File: config.mk
export PLATFORM = sky130hd
export DESIGN_NAME = gamepad_remap_turbo_shifter_core
export DESIGN_NICKNAME = d
export VERILOG_FILES = /design/src/hw/rtl/grts_pkg.sv /design/src/hw/rtl/gamepad_remap_turbo_shifter_core.sv
export SDC_FILE = /design/constraint.sdc
export NUM_CORES = 1
export LEC_CHECK = 0
export BUFFER_PORTS_ARGS = -buffer_cell sky130_fd_sc_hd__buf_4
export CAP_MARGIN = 20
export CORE_ASPECT_RATIO = 2
export CORE_MARGIN = 8
export CORE_UTILIZATION = 45
export DETAILED_ROUTE_END_ITERATION = 12
export SYNTH_ARGS = -nofsm -noshare
export SYNTH_HDL_FRONTEND = slang
export SYNTH_SLANG_ARGS = --single-unit
File: constraint.sdc
create_clock -name clk -period 4.1 [get_ports clk]
set_input_delay 0.41 -clock clk [delete_from_list [all_inputs] [get_ports clk]]
set_output_delay 0.41 -clock clk [all_outputs]
set_load 0.1 [all_outputs]
File: src/hw/rtl/grts_pkg.sv
package grts_pkg;

  // Field widths
  localparam int unsigned PadW   = 12;
  localparam int unsigned ByteW  = 8;
  localparam int unsigned CountW = 8;
  localparam int unsigned PosW   = 4;
  localparam int unsigned PhaseW = 3;

  // Button patterns, active low
  localparam logic [PadW-1:0] AllReleased  = 12'h0FFF;
  localparam logic [PadW-1:0] ComboRSelect = 12'h07FB;
  localparam logic [PadW-1:0] ComboLSelect = 12'h0BFB;
  localparam logic [PadW-1:0] LrBits       = 12'h0C00;
  localparam logic [ByteW-1:0] ByteReleased = 8'hFF;

  localparam logic [CountW-1:0] CountMax = 8'hFF;
  localparam logic [PosW-1:0]   PosDone  = 4'd8;

  // Register reset values
  localparam logic [CountW-1:0] TriggerReset = 8'd200;
  localparam logic [CountW-1:0] CaptureReset = 8'd30;

  // Configuration register indexes
  localparam int unsigned CfgIdxW = 8;
  localparam logic [CfgIdxW-1:0] RegTriggerHold = 8'd0;
  localparam logic [CfgIdxW-1:0] RegCaptureHold = 8'd1;

  typedef enum logic [1:0] {
    CMD_POLL   = 2'd0,
    CMD_STROBE = 2'd1,
    CMD_CLOCK  = 2'd2
  } cmd_t;

  typedef enum logic [1:0] {
    MODE_NORMAL       = 2'd0,
    MODE_WAIT_RELEASE = 2'd1,
    MODE_HOLD         = 2'd2
  } mode_t;

  // Expand macro templates, then fold the pad onto the console byte
  function automatic logic [ByteW-1:0] map_buttons(
    input logic [PadW-1:0] pad,
    input logic [PadW-1:0] right_tpl,
    input logic [PadW-1:0] left_tpl,
    input logic            turbo_on
  );
    logic [PadW-1:0]  b;
    logic [ByteW-1:0] v;
    b = pad;
    if (!b[11]) b = b & right_tpl;
    if (!b[10]) b = b & left_tpl;
    v = {b[7:2], b[0], b[8]};
    // turbo A from X, turbo B from Y
    if (!b[9] && turbo_on) v[0] = 1'b0;
    if (!b[1] && turbo_on) v[1] = 1'b0;
    // release Right and Down when opposites are both pressed
    if (!b[7] && !b[6]) v[7] = 1'b1;
    if (!b[5] && !b[4]) v[5] = 1'b1;
    return v;
  endfunction

endpackage

File: src/hw/rtl/gamepad_remap_turbo_shifter_core.sv
// Pad-to-console remapper with turbo, macro templates and a serial shifter.
//
// Input stream (s_*): one word per event. s_tuser carries the command
// (pad poll, console strobe, console clock), s_tdata the 12 active-low pad
// buttons. Output stream (m_*): exactly one word per input word, in order,
// carrying the serial data bit, the mapped console byte, the LED flag and
// the capture flag.
// Configuration (cfg_*): register 0 is the trigger hold count, register 1
// the capture hold count; writes are always taken and unknown indexes are
// dropped. Write only while no words are in flight.
//
// From input accept to output valid there is one input register, then the
// poll/shift logic feeding the output register, where all state is updated.
// Throughput is one word per cycle while the receiver takes each output word.
// Reset (rst, synchronous) empties both registers, restores the default
// hold counts, clears the templates and leaves the shifter finished.
// When the receiver stalls the output word holds, the input register
// still fills once, and s_tready falls until the output is taken.
module gamepad_remap_turbo_shifter_core (
  input  logic        clk,
  input  logic        rst,
  input  logic        s_tvalid,
  output logic        s_tready,
  input  logic [15:0] s_tdata,   // [11:0] pad_buttons, [15:12] zero
  input  logic [1:0]  s_tuser,   // [1:0] command
  output logic        m_tvalid,
  input  logic        m_tready,
  output logic [15:0] m_tdata,   // [0] data_bit, [8:1] console_byte,
                                 // [9] led_on, [10] capturing, [15:11] zero
  input  logic        cfg_valid,
  output logic        cfg_ready,
  input  logic [7:0]  cfg_index,
  input  logic [7:0]  cfg_data
);

  // Configuration registers
  logic [grts_pkg::CountW-1:0] trigger_hold;
  logic [grts_pkg::CountW-1:0] capture_hold;

  // Input register
  logic                      s1_valid;
  grts_pkg::cmd_t            s1_cmd;
  logic [grts_pkg::PadW-1:0] s1_pad;
  logic                      advance;

  // Block state
  logic [grts_pkg::ByteW-1:0]  mapped_byte, mapped_byte_next;
  logic [grts_pkg::PosW-1:0]   shift_pos, shift_pos_next;
  logic [grts_pkg::PhaseW-1:0] turbo_phase, turbo_phase_next;
  logic [grts_pkg::CountW-1:0] combo_count, combo_count_next;
  logic [grts_pkg::CountW-1:0] capture_count, capture_count_next;
  grts_pkg::mode_t             mode, mode_next;
  logic                        for_right, for_right_next;
  logic [grts_pkg::PadW-1:0]   right_tpl, right_tpl_next;
  logic [grts_pkg::PadW-1:0]   left_tpl, left_tpl_next;

  // Poll working values
  logic                        led, do_map, fire, is_combo;
  logic [grts_pkg::PadW-1:0]   map_pad;
  logic [grts_pkg::CountW-1:0] count_tmp;
  logic                        data_bit;

  assign cfg_ready = 1'b1;
  assign advance   = !m_tvalid || m_tready;
  assign s_tready  = !s1_valid || advance;

  // Take configuration writes, drop unknown indexes
  always_ff @(posedge clk) begin
    if (rst) begin
      trigger_hold <= grts_pkg::TriggerReset;
      capture_hold <= grts_pkg::CaptureReset;
    end else if (cfg_valid && cfg_ready) begin
      if (cfg_index == grts_pkg::RegTriggerHold) trigger_hold <= cfg_data;
      if (cfg_index == grts_pkg::RegCaptureHold) capture_hold <= cfg_data;
    end
  end

  // Load the input word
  always_ff @(posedge clk) begin
    if (rst) begin
      s1_valid <= 1'b0;
    end else if (s_tready) begin
      s1_valid <= s_tvalid;
    end
  end

  always_ff @(posedge clk) begin
    if (s_tvalid && s_tready) begin
      s1_cmd <= grts_pkg::cmd_t'(s_tuser);
      s1_pad <= s_tdata[grts_pkg::PadW-1:0];
    end
  end

  // Poll, strobe and clock handling
  always_comb begin
    mapped_byte_next   = mapped_byte;
    shift_pos_next     = shift_pos;
    turbo_phase_next   = turbo_phase;
    combo_count_next   = combo_count;
    capture_count_next = capture_count;
    mode_next          = mode;
    for_right_next     = for_right;
    right_tpl_next     = right_tpl;
    left_tpl_next      = left_tpl;
    led                = 1'b0;
    do_map             = 1'b0;
    fire               = 1'b0;
    map_pad            = s1_pad;
    is_combo           = (s1_pad == grts_pkg::ComboRSelect) ||
                         (s1_pad == grts_pkg::ComboLSelect);
    count_tmp          = '0;

    unique case (s1_cmd)
      grts_pkg::CMD_POLL: begin
        unique case (mode)
          grts_pkg::MODE_NORMAL: begin
            led    = (s1_pad != grts_pkg::AllReleased);
            do_map = 1'b1;
            if (is_combo) begin
              fire = (combo_count == trigger_hold) && (combo_count != grts_pkg::CountMax);
              if (combo_count != grts_pkg::CountMax) begin
                combo_count_next = combo_count + 1'b1;
              end
              if (fire) begin
                do_map             = 1'b0;
                mapped_byte_next   = grts_pkg::ByteReleased;
                for_right_next     = (s1_pad == grts_pkg::ComboRSelect);
                mode_next          = grts_pkg::MODE_WAIT_RELEASE;
                capture_count_next = '0;
              end
            end else begin
              combo_count_next = '0;
            end
          end
          grts_pkg::MODE_WAIT_RELEASE: begin
            if (s1_pad == grts_pkg::AllReleased) begin
              mode_next          = grts_pkg::MODE_HOLD;
              capture_count_next = '0;
            end
          end
          grts_pkg::MODE_HOLD: begin
            // count consecutive pressed polls, saturating
            if (s1_pad != grts_pkg::AllReleased) begin
              count_tmp = (capture_count != grts_pkg::CountMax) ?
                          capture_count + 1'b1 : capture_count;
            end
            capture_count_next = count_tmp;
            if (count_tmp >= capture_hold) begin
              if (for_right) right_tpl_next = s1_pad | grts_pkg::LrBits;
              else           left_tpl_next  = s1_pad | grts_pkg::LrBits;
              mode_next          = grts_pkg::MODE_NORMAL;
              capture_count_next = '0;
              map_pad            = grts_pkg::AllReleased;
              do_map             = 1'b1;
            end
          end
          default: begin
            do_map = 1'b0;
          end
        endcase
        if (do_map) begin
          mapped_byte_next = grts_pkg::map_buttons(map_pad, right_tpl, left_tpl,
                                                   !turbo_phase[grts_pkg::PhaseW-1]);
          turbo_phase_next = turbo_phase + 1'b1;
        end
      end
      grts_pkg::CMD_STROBE: begin
        shift_pos_next = '0;
      end
      grts_pkg::CMD_CLOCK: begin
        if (shift_pos < grts_pkg::PosDone) shift_pos_next = shift_pos + 1'b1;
      end
      default: begin
        shift_pos_next = shift_pos;
      end
    endcase

    data_bit = shift_pos_next[grts_pkg::PosW-1] ? 1'b0 :
               mapped_byte_next[shift_pos_next[grts_pkg::PosW-2:0]];
  end

  // Commit state and hold the result word
  always_ff @(posedge clk) begin
    if (rst) begin
      m_tvalid      <= 1'b0;
      mapped_byte   <= grts_pkg::ByteReleased;
      shift_pos     <= grts_pkg::PosDone;
      turbo_phase   <= '0;
      combo_count   <= '0;
      capture_count <= '0;
      mode          <= grts_pkg::MODE_NORMAL;
      for_right     <= 1'b0;
      right_tpl     <= grts_pkg::AllReleased;
      left_tpl      <= grts_pkg::AllReleased;
    end else if (advance) begin
      m_tvalid <= s1_valid;
      if (s1_valid) begin
        mapped_byte   <= mapped_byte_next;
        shift_pos     <= shift_pos_next;
        turbo_phase   <= turbo_phase_next;
        combo_count   <= combo_count_next;
        capture_count <= capture_count_next;
        mode          <= mode_next;
        for_right     <= for_right_next;
        right_tpl     <= right_tpl_next;
        left_tpl      <= left_tpl_next;
      end
    end
  end

  always_ff @(posedge clk) begin
    if (advance && s1_valid) begin
      m_tdata <= {5'b0, (mode_next != grts_pkg::MODE_NORMAL), led,
                  mapped_byte_next, data_bit};
    end
  end

endmodule

==> results_dict.tcl, run 1 <==
set metrics [dict create \
    reg2reg_to "m_tdata[0]$_SDFFCE_PP0P_" \
    synthArstFlopShare_pct 0 \
    yosys_warnings 0 \
    drcViolationCount 0 \
    globalRouteOverflowTotal 0 \
    clock_skew_ps 6.11 \
    drt_first_pass_iters 4 \
    h-tree-depth 3 \
    ff2ff_setup_slack_ps 210 \
    grt_pass1_vias 3558 \
    clk_latency_ps 340 \
    io_buffers 47 \
    multi_input_area_um2 2270 \
    fin_cells 642 \
    gr-usage-all-layers_pct 15.6 \
    grt_start_max_net_pins 30 \
    final_common_cell "dfxtp_1" \
    nFillCells 953 \
    syn_to_final_growth_pct 16.8 \
    final.min_clock_period_ps 3890 \
    crit_slowest_cell "or4_1" \
    ant_nets 0 \
    fmax_mhz 257 \
    io_pins 58 \
    cts_tree "built" \
    clock_tree.root_cell "clkbuf_16" \
    dieWidth_um 87.7 \
    endpoint_kind "register" \
    cts_inserted_buffers 9 \
    die_h_um 159 \
    powerDensity_nw_per_um2 372 \
    start_util_pct 45.8 \
    setup_tns_ps 0 \
    max_stage_delay_ps 690 \
    place_area_um2 5090 \
    hold_path_class "primary input to register" \
    critical_path_class "register to register" \
    layout.nets 555 \
    reg2reg_from "s1_pad[9]$_DFFE_PP_" \
    drive_above_1_share_pct 19.5 \
    final_cell_mix "dfxtp_1, buf_4, nand2_1, nor2_1, mux2i_1" \
    worstPathArrival_ps 3940 \
    path_cells "nand4_2 > or4_1 > nor2_8 > nor3_1 > ha_1 > and3_1 > a221oi_1 > o31a_2 > a21oi_2 > o221a_2 > a2111oi_4 > a211oi_2" \
    synthCells 453 \
    pre_cts_slack_ps 240 \
    setup_slack_ps 212 \
    antenna_cells 0 \
    slew_headroom_pct 35.7 \
    clkSinkCount 97 \
    hold_viol_final 0 \
    finalSetupViolCount 0 \
    slew_viol_final 0 \
    regArea_um2 2190 \
    drt_iter0_drc 187 \
    run_status "finished, final reports clean" \
    crit_end "m_tdata[0]$_SDFFCE_PP0P_" \
    path_max_fanout 9 \
    syn_avg_cell_area_um2 10.2 \
    hold_slack_ps 245 \
    num_rows 52 \
    startpoint_type "register" \
    startpoint "s1_pad[9]$_DFFE_PP_" \
    fin_area_um2 5400 \
    clockBufferDepth 2 \
    required_ps 4150 \
    ir_drop_mv 0.264 \
    dp_cells 625 \
    synth-seq-cells 97 \
    syn-cell-area_um2 4620 \
    via_per_inst 5.33 \
    dpl.hpwl_um 7770 \
    maxCapViolations 0 \
    wl_per_cell_um 16.4 \
    synth_seq_area_share_pct 47.4 \
    dieArea_um2 14000 \
    fin_crit_sh_pct 94.8 \
    gp_congestion 0.816 \
    leakagePower_nw 2.15 \
    vias 3421 \
    ys_types 65 \
    max_slew.worst_pin.slew_ps 956 \
    ys.flop_type "dfxtp_1" \
    ff2ff_path_depth 12 \
    rsz0062_at_grt "no" \
    core_um2 10100 \
    routed_wl_um 10500 \
    synth_edf_count 25 \
    clk_pin_slew_ps 70 \
    grt_pass1_wl_um 17200 \
    antenna_found_initial 0 \
]
[layer usage]
layer	routed length [µm]	part of all wire [%]	global-route usage, %
met3	376	3.6	2.95
met5	0	0	0
met4	352	3.3	8.29
met2	5780	55	28.5
met1	4030	38	15.8
[flip-flops by register name, summed over array words and instances, names as in the netlist, 3 cells and up]
| name | count |
|---|---|
| left_tpl | 10 |
| capture_count | 8 |
| mapped_byte | 8 |
| turbo_phase | 3 |
| trigger_hold | 8 |
| right_tpl | 10 |
| shift_pos | 4 |
| s1_pad | 12 |
| m_tdata | 11 |
| capture_hold | 8 |
| combo_count | 8 |
[metrics by stage]
stage          power, W  util [%]
2_1_floorplan   0.00119         -
3_3_place_gp    0.00125      50.5
3_5_place_dp    0.00125      50.5
4_1_cts         0.00203      53.2
5_1_grt         0.00209      53.6
6_report        0.00201      53.6
[synth_stat cells (all sizes together), types with 4 or more instances]
| master | count | area [µm²] |
|---|---|---|
| dfxtp | 72 | 1440 |
| nand2 | 52 | 195 |
| nor2 | 47 | 195 |
| mux2i | 40 | 400 |
| edfxtp | 25 | 751 |
| inv | 19 | 71.3 |
| o21ai | 15 | 75.1 |
| xor2 | 15 | 131 |
| ha | 14 | 175 |
| buf | 12 | 93.8 |
| nand3 | 12 | 60.1 |
| a21oi | 10 | 57.6 |
| clkbuf | 10 | 37.5 |
| a22o | 9 | 78.8 |
| nor3 | 9 | 50.1 |
| o22a | 8 | 78.8 |
| nand2b | 7 | 46.3 |
| a211oi | 5 | 42.5 |
| and3 | 5 | 31.3 |
| nor4 | 5 | 52.6 |
| o221a | 5 | 56.3 |
| o221ai | 5 | 43.8 |
| xnor2 | 5 | 43.8 |
| mux2 | 4 | 45.0 |
| nand4 | 4 | 31.3 |
[worst max-delay path, delay by kind of cell, from the launching register on]
family,cells,cell delay (ps)
AOI/OAI and AO/OA,6,1530
and+or+nand+nor,5,1340
adders and majority gates,1,290
DFF,1,440
[what timing repair did]
action                                  in CTS  in global routing
resized for setup                            0                  2
hold buffers                                 0                  0
setup buffers                                0                  1
endpoints found under the setup margin       0                  1
[worst min path at each step]
| stage | to | slack (ps) | cells past startpoint | from |
|---|---|---|---|---|
| after floorplan | left_tpl[8]$_SDFFE_PP1P_ | 430 | 2 | left_tpl[8]$_SDFFE_PP1P_ |
| after global placement | mapped_byte[2]$_SDFFE_PP1P_ | 450 | 2 | mapped_byte[2]$_SDFFE_PP1P_ |
| after CTS | s1_pad[7]$_DFFE_PP_ | 230 | 1 | s_tdata[7] |
| after global routing | s1_pad[1]$_DFFE_PP_ | 230 | 1 | s_tdata[1] |
| final | s1_pad[3]$_DFFE_PP_ | 250 | 1 | s_tdata[3] |
| after detailed placement | left_tpl[9]$_SDFFE_PP1P_ | 460 | 2 | left_tpl[9]$_SDFFE_PP1P_ |
[cells by family (layout without fill, tap and decap cells)]
| group | after synthesis | count (layout) | share of synthesized area (%) |
|---|---|---|---|
| simple gates | 156 | 156 | 17.2 |
| xor+xnor | 20 | 20 | 3.79 |
| fa+ha+maj | 14 | 14 | 3.79 |
| compound gates | 79 | 79 | 13.7 |
| buf+inv | 41 | 91 | 4.38 |
| mux | 44 | 44 | 9.63 |
| flops | 97 | 97 | 47.4 |
| other cells | 2 | 6 | 0.162 |
[cell type report]
class	count	area share (%)
multi-input cells	319	42.1
flip-flops and latches	97	40.6
repair buffers	56	7.78
clock buffers	12	4.56
well taps	135	3.13
inverters	19	1.32
clock inverters	4	0.533
[where the power goes]
part           total, W  switching [W]  internal (W)
Combinational  0.000209       0.000143     0.0000661
Sequential      0.00102      0.0000170       0.00101
Clock          0.000779       0.000351      0.000428
Total           0.00201       0.000511       0.00150
(Power assumes the default switching activity.)
==> run 2: changes to the inputs <==
CORE_ASPECT_RATIO = not set   (was 2)
clock period = 4.2 ns   (was 4.1 ns; I/O delays follow)
==> run 2 against run 1 <==
First-iteration DRC count decreased by 30%; setup slack improved by 85 ps; critical path depth increased by 3; clock skew increased by 6.7 ps; clock-buffer cell count decreased by 3; design area decreased by 2.3%; combinational power decreased by 5%; non-clock buffer count decreased by 1; global-route usage decreased by 2.0 points; sequential power about the same; critical endpoint unchanged; hold slack got worse by 14 ps.
==> results_dict.tcl, run 2 (same netlist as run 1, synthesis figures left out) <==
set metrics [dict create \
    final.min_clock_period_ps 3900 \
    required_ps 4280 \
    top_register "s1_pad" \
    h-tree-depth 3 \
    final_common_cell "dfxtp_1" \
    maxCapViolations 0 \
    run_status "finished, final reports clean" \
    wl_met2_um 4320 \
    met1_length_um 4720 \
    cts_inserted_buffers 9 \
    via_per_inst 5.27 \
    reg_top3 "s1_pad x12, m_tdata x11" \
    cts_tree "built" \
    gr-usage-all-layers_pct 13.6 \
    hold_depth 1 \
    gp_congestion 0.793 \
    postCtsSetupRepairBufs 0 \
    wl_met3_um 348 \
    drive_above_1_share_pct 19.8 \
    endpoint_kind "register" \
    clock_tree.root_cell "clkbuf_8" \
    slew_viol_final 0 \
    startpoint_type "register" \
    critical_path_class "register to register" \
    clockBufferDepth 2 \
    highest_layer "met4" \
    hold_slack_ps 231 \
    fmax_mhz 256 \
    drcViolationCount 0 \
    antenna_found_initial 0 \
    drt_iter0_drc 130 \
    worstPathArrival_ps 3990 \
    num_rows 37 \
    routed_wl_um 9470 \
    vias 3384 \
    ff2ff_path_depth 15 \
    antenna_cells 0 \
    clkSinkCount 97 \
    setup_tns_ps 0 \
    core_um2 10100 \
    die_h_um 117 \
    rsz0062_at_grt "no" \
    drt_first_pass_iters 4 \
    largest_reg_flops 12 \
    nFillCells 935 \
    grt_pass1_vias 3289 \
    dieWidth_um 117 \
    start_util_pct 45.6 \
    powerDensity_nw_per_um2 331 \
    dieArea_um2 13800 \
    finalSetupViolCount 0 \
    layout.nets 554 \
    max_slew.worst_pin.slew_ps 933 \
    multi_input_area_um2 2250 \
    io_buffers 47 \
    syn_to_final_growth_pct 14.2 \
    path_max_fanout 11 \
    final_cell_mix "dfxtp_1, buf_4, nand2_1, nor2_1, mux2i_1" \
    hold_path_class "primary input to register" \
    io_pins 58 \
    hold_viol_final 0 \
    fin_crit_sh_pct 92.9 \
    ctsHoldBuffers 0 \
    slew_headroom_pct 37.3 \
    leakagePower_nw 2.10 \
    ir_drop_mv 0.145 \
    globalRouteOverflowTotal 0 \
    wl_per_cell_um 14.7 \
    regArea_um2 2190 \
    clk_pin_slew_ps 100 \
    clock_skew_ps 12.9 \
    grt_start_max_net_pins 30 \
    post_cts_resized 0 \
    clk_latency_ps 350 \
    dpl.hpwl_um 6920 \
    grt_pass1_wl_um 15800 \
    ant_nets 0 \
]
run 2: cell types whose count changed in the layout (fill, tap and decap cells not counted):
cell / delta
a2111oi_2: +2
a2111oi_4: -2
buf_4: -1
clkbuf_1: -2
clkbuf_16: -9
clkbuf_8: +8
clkinv_1: +1
clkinv_2: -1
clkinv_4: +1
inv_6: +2
nor3_1: -1
nor3_2: +1
run 2: cell type report:
cell class,instances,share of cell area [%]
clock buffers,9,2.35
inverters,19,1.35
multi-input cells,319,42.7
clock inverters,7,1.02
well taps,136,3.22
flip-flops and latches,97,41.5
repair buffers,55,7.82
run 2: critical path, cell delays in order, from the launching register on:
cell       delay (ps)
dfxtp_1           400
ha_1              200
and3_1            220
nand2_1           100
or2_2             370
nand3_1           100
o21ai_0            80
nor2_1            170
ha_1              250
and3_1            200
a221oi_1          360
o31a_2            260
a21oi_2           160
o221a_2           330
a2111oi_2         390
a211oi_2           60
run 2: stage by stage:
| stage | total power [W] | setup WS (ps) | instances | cell area, µm² | utilization, % |
|---|---|---|---|---|---|
| after floorplan | 0.00116 | 615 | 457 | 4640 | - |
| after global placement | 0.00122 | 328 | 625 | 5090 | 50.2 |
| after detailed placement | 0.00122 | 246 | 625 | 5090 | 50.2 |
| after CTS | 0.00177 | 222 | 641 | 5270 | 52.0 |
| after global routing | 0.00183 | 23.5 | 642 | 5280 | 52.1 |
| final | 0.00175 | 296 | 642 | 5280 | 52.1 |
run 2: worst paths after layout:
path | startpoint | to | slack (ps)
worst max-delay path | capture_count[0]$_SDFFE_PP0P_ | m_tdata[0]$_SDFFCE_PP0P_ | 300
worst min-delay path | s_tdata[0] | s1_pad[0]$_DFFE_PP_ | 230
worst max register to register | capture_count[0]$_SDFFE_PP0P_ | m_tdata[0]$_SDFFCE_PP0P_ | 300
worst min register to register | mapped_byte[2]$_SDFFE_PP1P_ | mapped_byte[2]$_SDFFE_PP1P_ | 480
run 2: per-layer routing:
metal  up-vias  global-route usage [%]
met2        48                    21.2
li1       1725                       -
met4         0                    4.54
met3         7                    3.31
met1      1604                    18.1
met5         -                       0
run 2: where the power goes:
part | total [W] | internal (W) | leakage [nW] | switching, W
clock network | 0.000553 | 0.000220 | 0.0839 | 0.000334
logic | 0.000198 | 0.0000635 | 1.20 | 0.000135
registers | 0.000997 | 0.000981 | 0.816 | 0.0000165
==> run 3: changes to the inputs <==
CORE_ASPECT_RATIO = 2   (was not set)
==> run 3 against run 2 <==
Sequential share of layout area fell by 0.98 points; clock-buffer cell count up 2; critical path type unchanged; via count increased by 2.0%; design area grew 2.4%; final cell count unchanged; highest routed layer unchanged; non-clock buffer count increased by 1; setup slack got worse by 12 ps; hold slack better by 23 ps; largest cell class unchanged; critical path depth shrank 3; clock skew down 6.7 ps.
==> results_dict.tcl, run 3 (same netlist as run 1, synthesis figures left out) <==
set metrics [dict create \
    run_status "finished, final reports clean" \
    cts_tree "built" \
    crit_end "m_tdata[0]$_SDFFCE_PP0P_" \
    final.min_clock_period_ps 3920 \
    required_ps 4260 \
    cpLargestDelayFamily "compound AO/OA/AOI/OAI gates" \
    startpoint_type "register" \
    routed_wl_um 10500 \
    hold_viol_final 0 \
    startpoint "s1_pad[9]$_DFFE_PP_" \
    grt_start_max_net_pins 26 \
    clk_latency_ps 340 \
    io_buffers 47 \
    path_max_fanout 9 \
    ant_nets 0 \
    ctsHoldBuffers 0 \
    antenna_cells 0 \
    vias 3450 \
    cp_num_cells 12 \
    clk_pin_slew_ps 70 \
    fmax_mhz 255 \
    post_cts_resized 0 \
    clkSinkCount 97 \
    ff2ff_path_depth 12 \
    start_util_pct 45.8 \
    core_um2 10100 \
    regArea_um2 2190 \
    max_slew.worst_pin.slew_ps 839 \
    powerDensity_nw_per_um2 376 \
    syn_to_final_growth_pct 16.9 \
    multi_input_area_um2 2250 \
    ff2ff_setup_slack_ps 280 \
    maxCapViolations 0 \
    fin_crit_sh_pct 93.2 \
    setup_tns_ps 0 \
    final_cell_mix "dfxtp_1, buf_4, nand2_1, nor2_1, mux2i_1" \
    rsz0062_at_grt "no" \
    reg2reg_from "s1_pad[9]$_DFFE_PP_" \
    reg2reg_to "m_tdata[0]$_SDFFCE_PP0P_" \
    globalRouteOverflowTotal 0 \
    dieArea_um2 14000 \
    clockBufferDepth 2 \
    grt_pass1_vias 3641 \
    worstPathArrival_ps 3970 \
    path_cells "nand4_2 > or4_1 > nor2_8 > nor3_1 > ha_1 > and3_1 > a221oi_1 > o31a_2 > a21oi_2 > o221a_2 > a2111oi_2 > a211oi_2" \
    wl_per_cell_um 16.4 \
    postCtsSetupRepairBufs 0 \
    hold_path_class "primary input to register" \
    cts_inserted_buffers 9 \
    die_h_um 159 \
    io_pins 58 \
    dpl.hpwl_um 7850 \
    drt_first_pass_iters 4 \
    num_rows 52 \
    hold_slack_ps 255 \
    reg_top3 "s1_pad x12, m_tdata x11" \
    clock_tree.root_cell "clkbuf_16" \
    drcViolationCount 0 \
    crit_slowest_cell "or4_1" \
    drive_above_1_share_pct 19.9 \
    largest_reg_flops 12 \
    max_stage_delay_ps 690 \
    clock_skew_ps 6.15 \
    critical_path_class "register to register" \
    ir_drop_mv 0.266 \
    gr-usage-all-layers_pct 15.6 \
    drt_iter0_drc 157 \
    path_buf_inv 0 \
    top_register "s1_pad" \
    leakagePower_nw 2.18 \
    gp_congestion 0.801 \
    slew_viol_final 0 \
    grt_pass1_wl_um 17300 \
    final_common_cell "dfxtp_1" \
    slew_headroom_pct 44.0 \
    power.total_w 0.00203 \
    finalSetupViolCount 0 \
    endpoint_kind "register" \
    nFillCells 938 \
    layout.nets 555 \
    dieWidth_um 87.7 \
    via_per_inst 5.37 \
    h-tree-depth 3 \
    antenna_found_initial 0 \
]
run 3: changes by cell type in the layout (fill, tap and decap cells not counted):
cell / before / now
clkinvlp_4: 2 / 0
clkinv_2: 0 / 3
nor3_2: 2 / 1
clkinv_1: 1 / 0
inv_6: 2 / 0
clkinv_4: 2 / 1
clkbuf_16: 0 / 9
nor3_1: 7 / 8
bufinv_16: 0 / 1
clkbuf_8: 9 / 2
buf_2: 0 / 1
run 3: final cells by class:
cell class	count	share of cell area, %
Tap cell	135	3.13
Sequential cell	97	40.6
Clock inverter	5	0.995
Timing Repair Buffer	56	7.73
Inverter	19	1.32
Multi-Input combinational cell	319	41.6
Clock buffer	11	4.68
run 3: worst min-delay path by stage:
stage                                         from                       end  slack [ps]  cells past startpoint
after floorplan           left_tpl[8]$_SDFFE_PP1P_  left_tpl[8]$_SDFFE_PP1P_         430                      2
after global placement    left_tpl[9]$_SDFFE_PP1P_  left_tpl[9]$_SDFFE_PP1P_         450                      2
final                                   s_tdata[4]       s1_pad[4]$_DFFE_PP_         250                      1
after detailed placement  left_tpl[8]$_SDFFE_PP1P_  left_tpl[8]$_SDFFE_PP1P_         450                      2
after global routing                    s_tdata[4]       s1_pad[4]$_DFFE_PP_         240                      1
after CTS                               s_tdata[4]       s1_pad[4]$_DFFE_PP_         240                      1
run 3: through the flow:
stage | cells | utilization (%) | worst slack [ps] | area [µm²]
2_1_floorplan | 457 | - | 615 | 4640
3_3_place_gp | 625 | 50.5 | 393 | 5090
3_5_place_dp | 625 | 50.5 | 289 | 5090
4_1_cts | 641 | 53.5 | 256 | 5400
5_1_grt | 642 | 53.6 | 40.8 | 5410
6_report | 642 | 53.6 | 284 | 5410
run 3: per-layer routing:
metal	GRT usage (%)	share of wire [%]
met5	0	0
met4	8.76	3.5
met1	15.4	38
met3	2.84	3.5
met2	28.9	55
run 3: power by group:
part	internal, W	switching, W	total [W]
Sequential	0.000982	0.0000164	0.000998
Combinational	0.0000645	0.000138	0.000203
Clock	0.000492	0.000341	0.000832
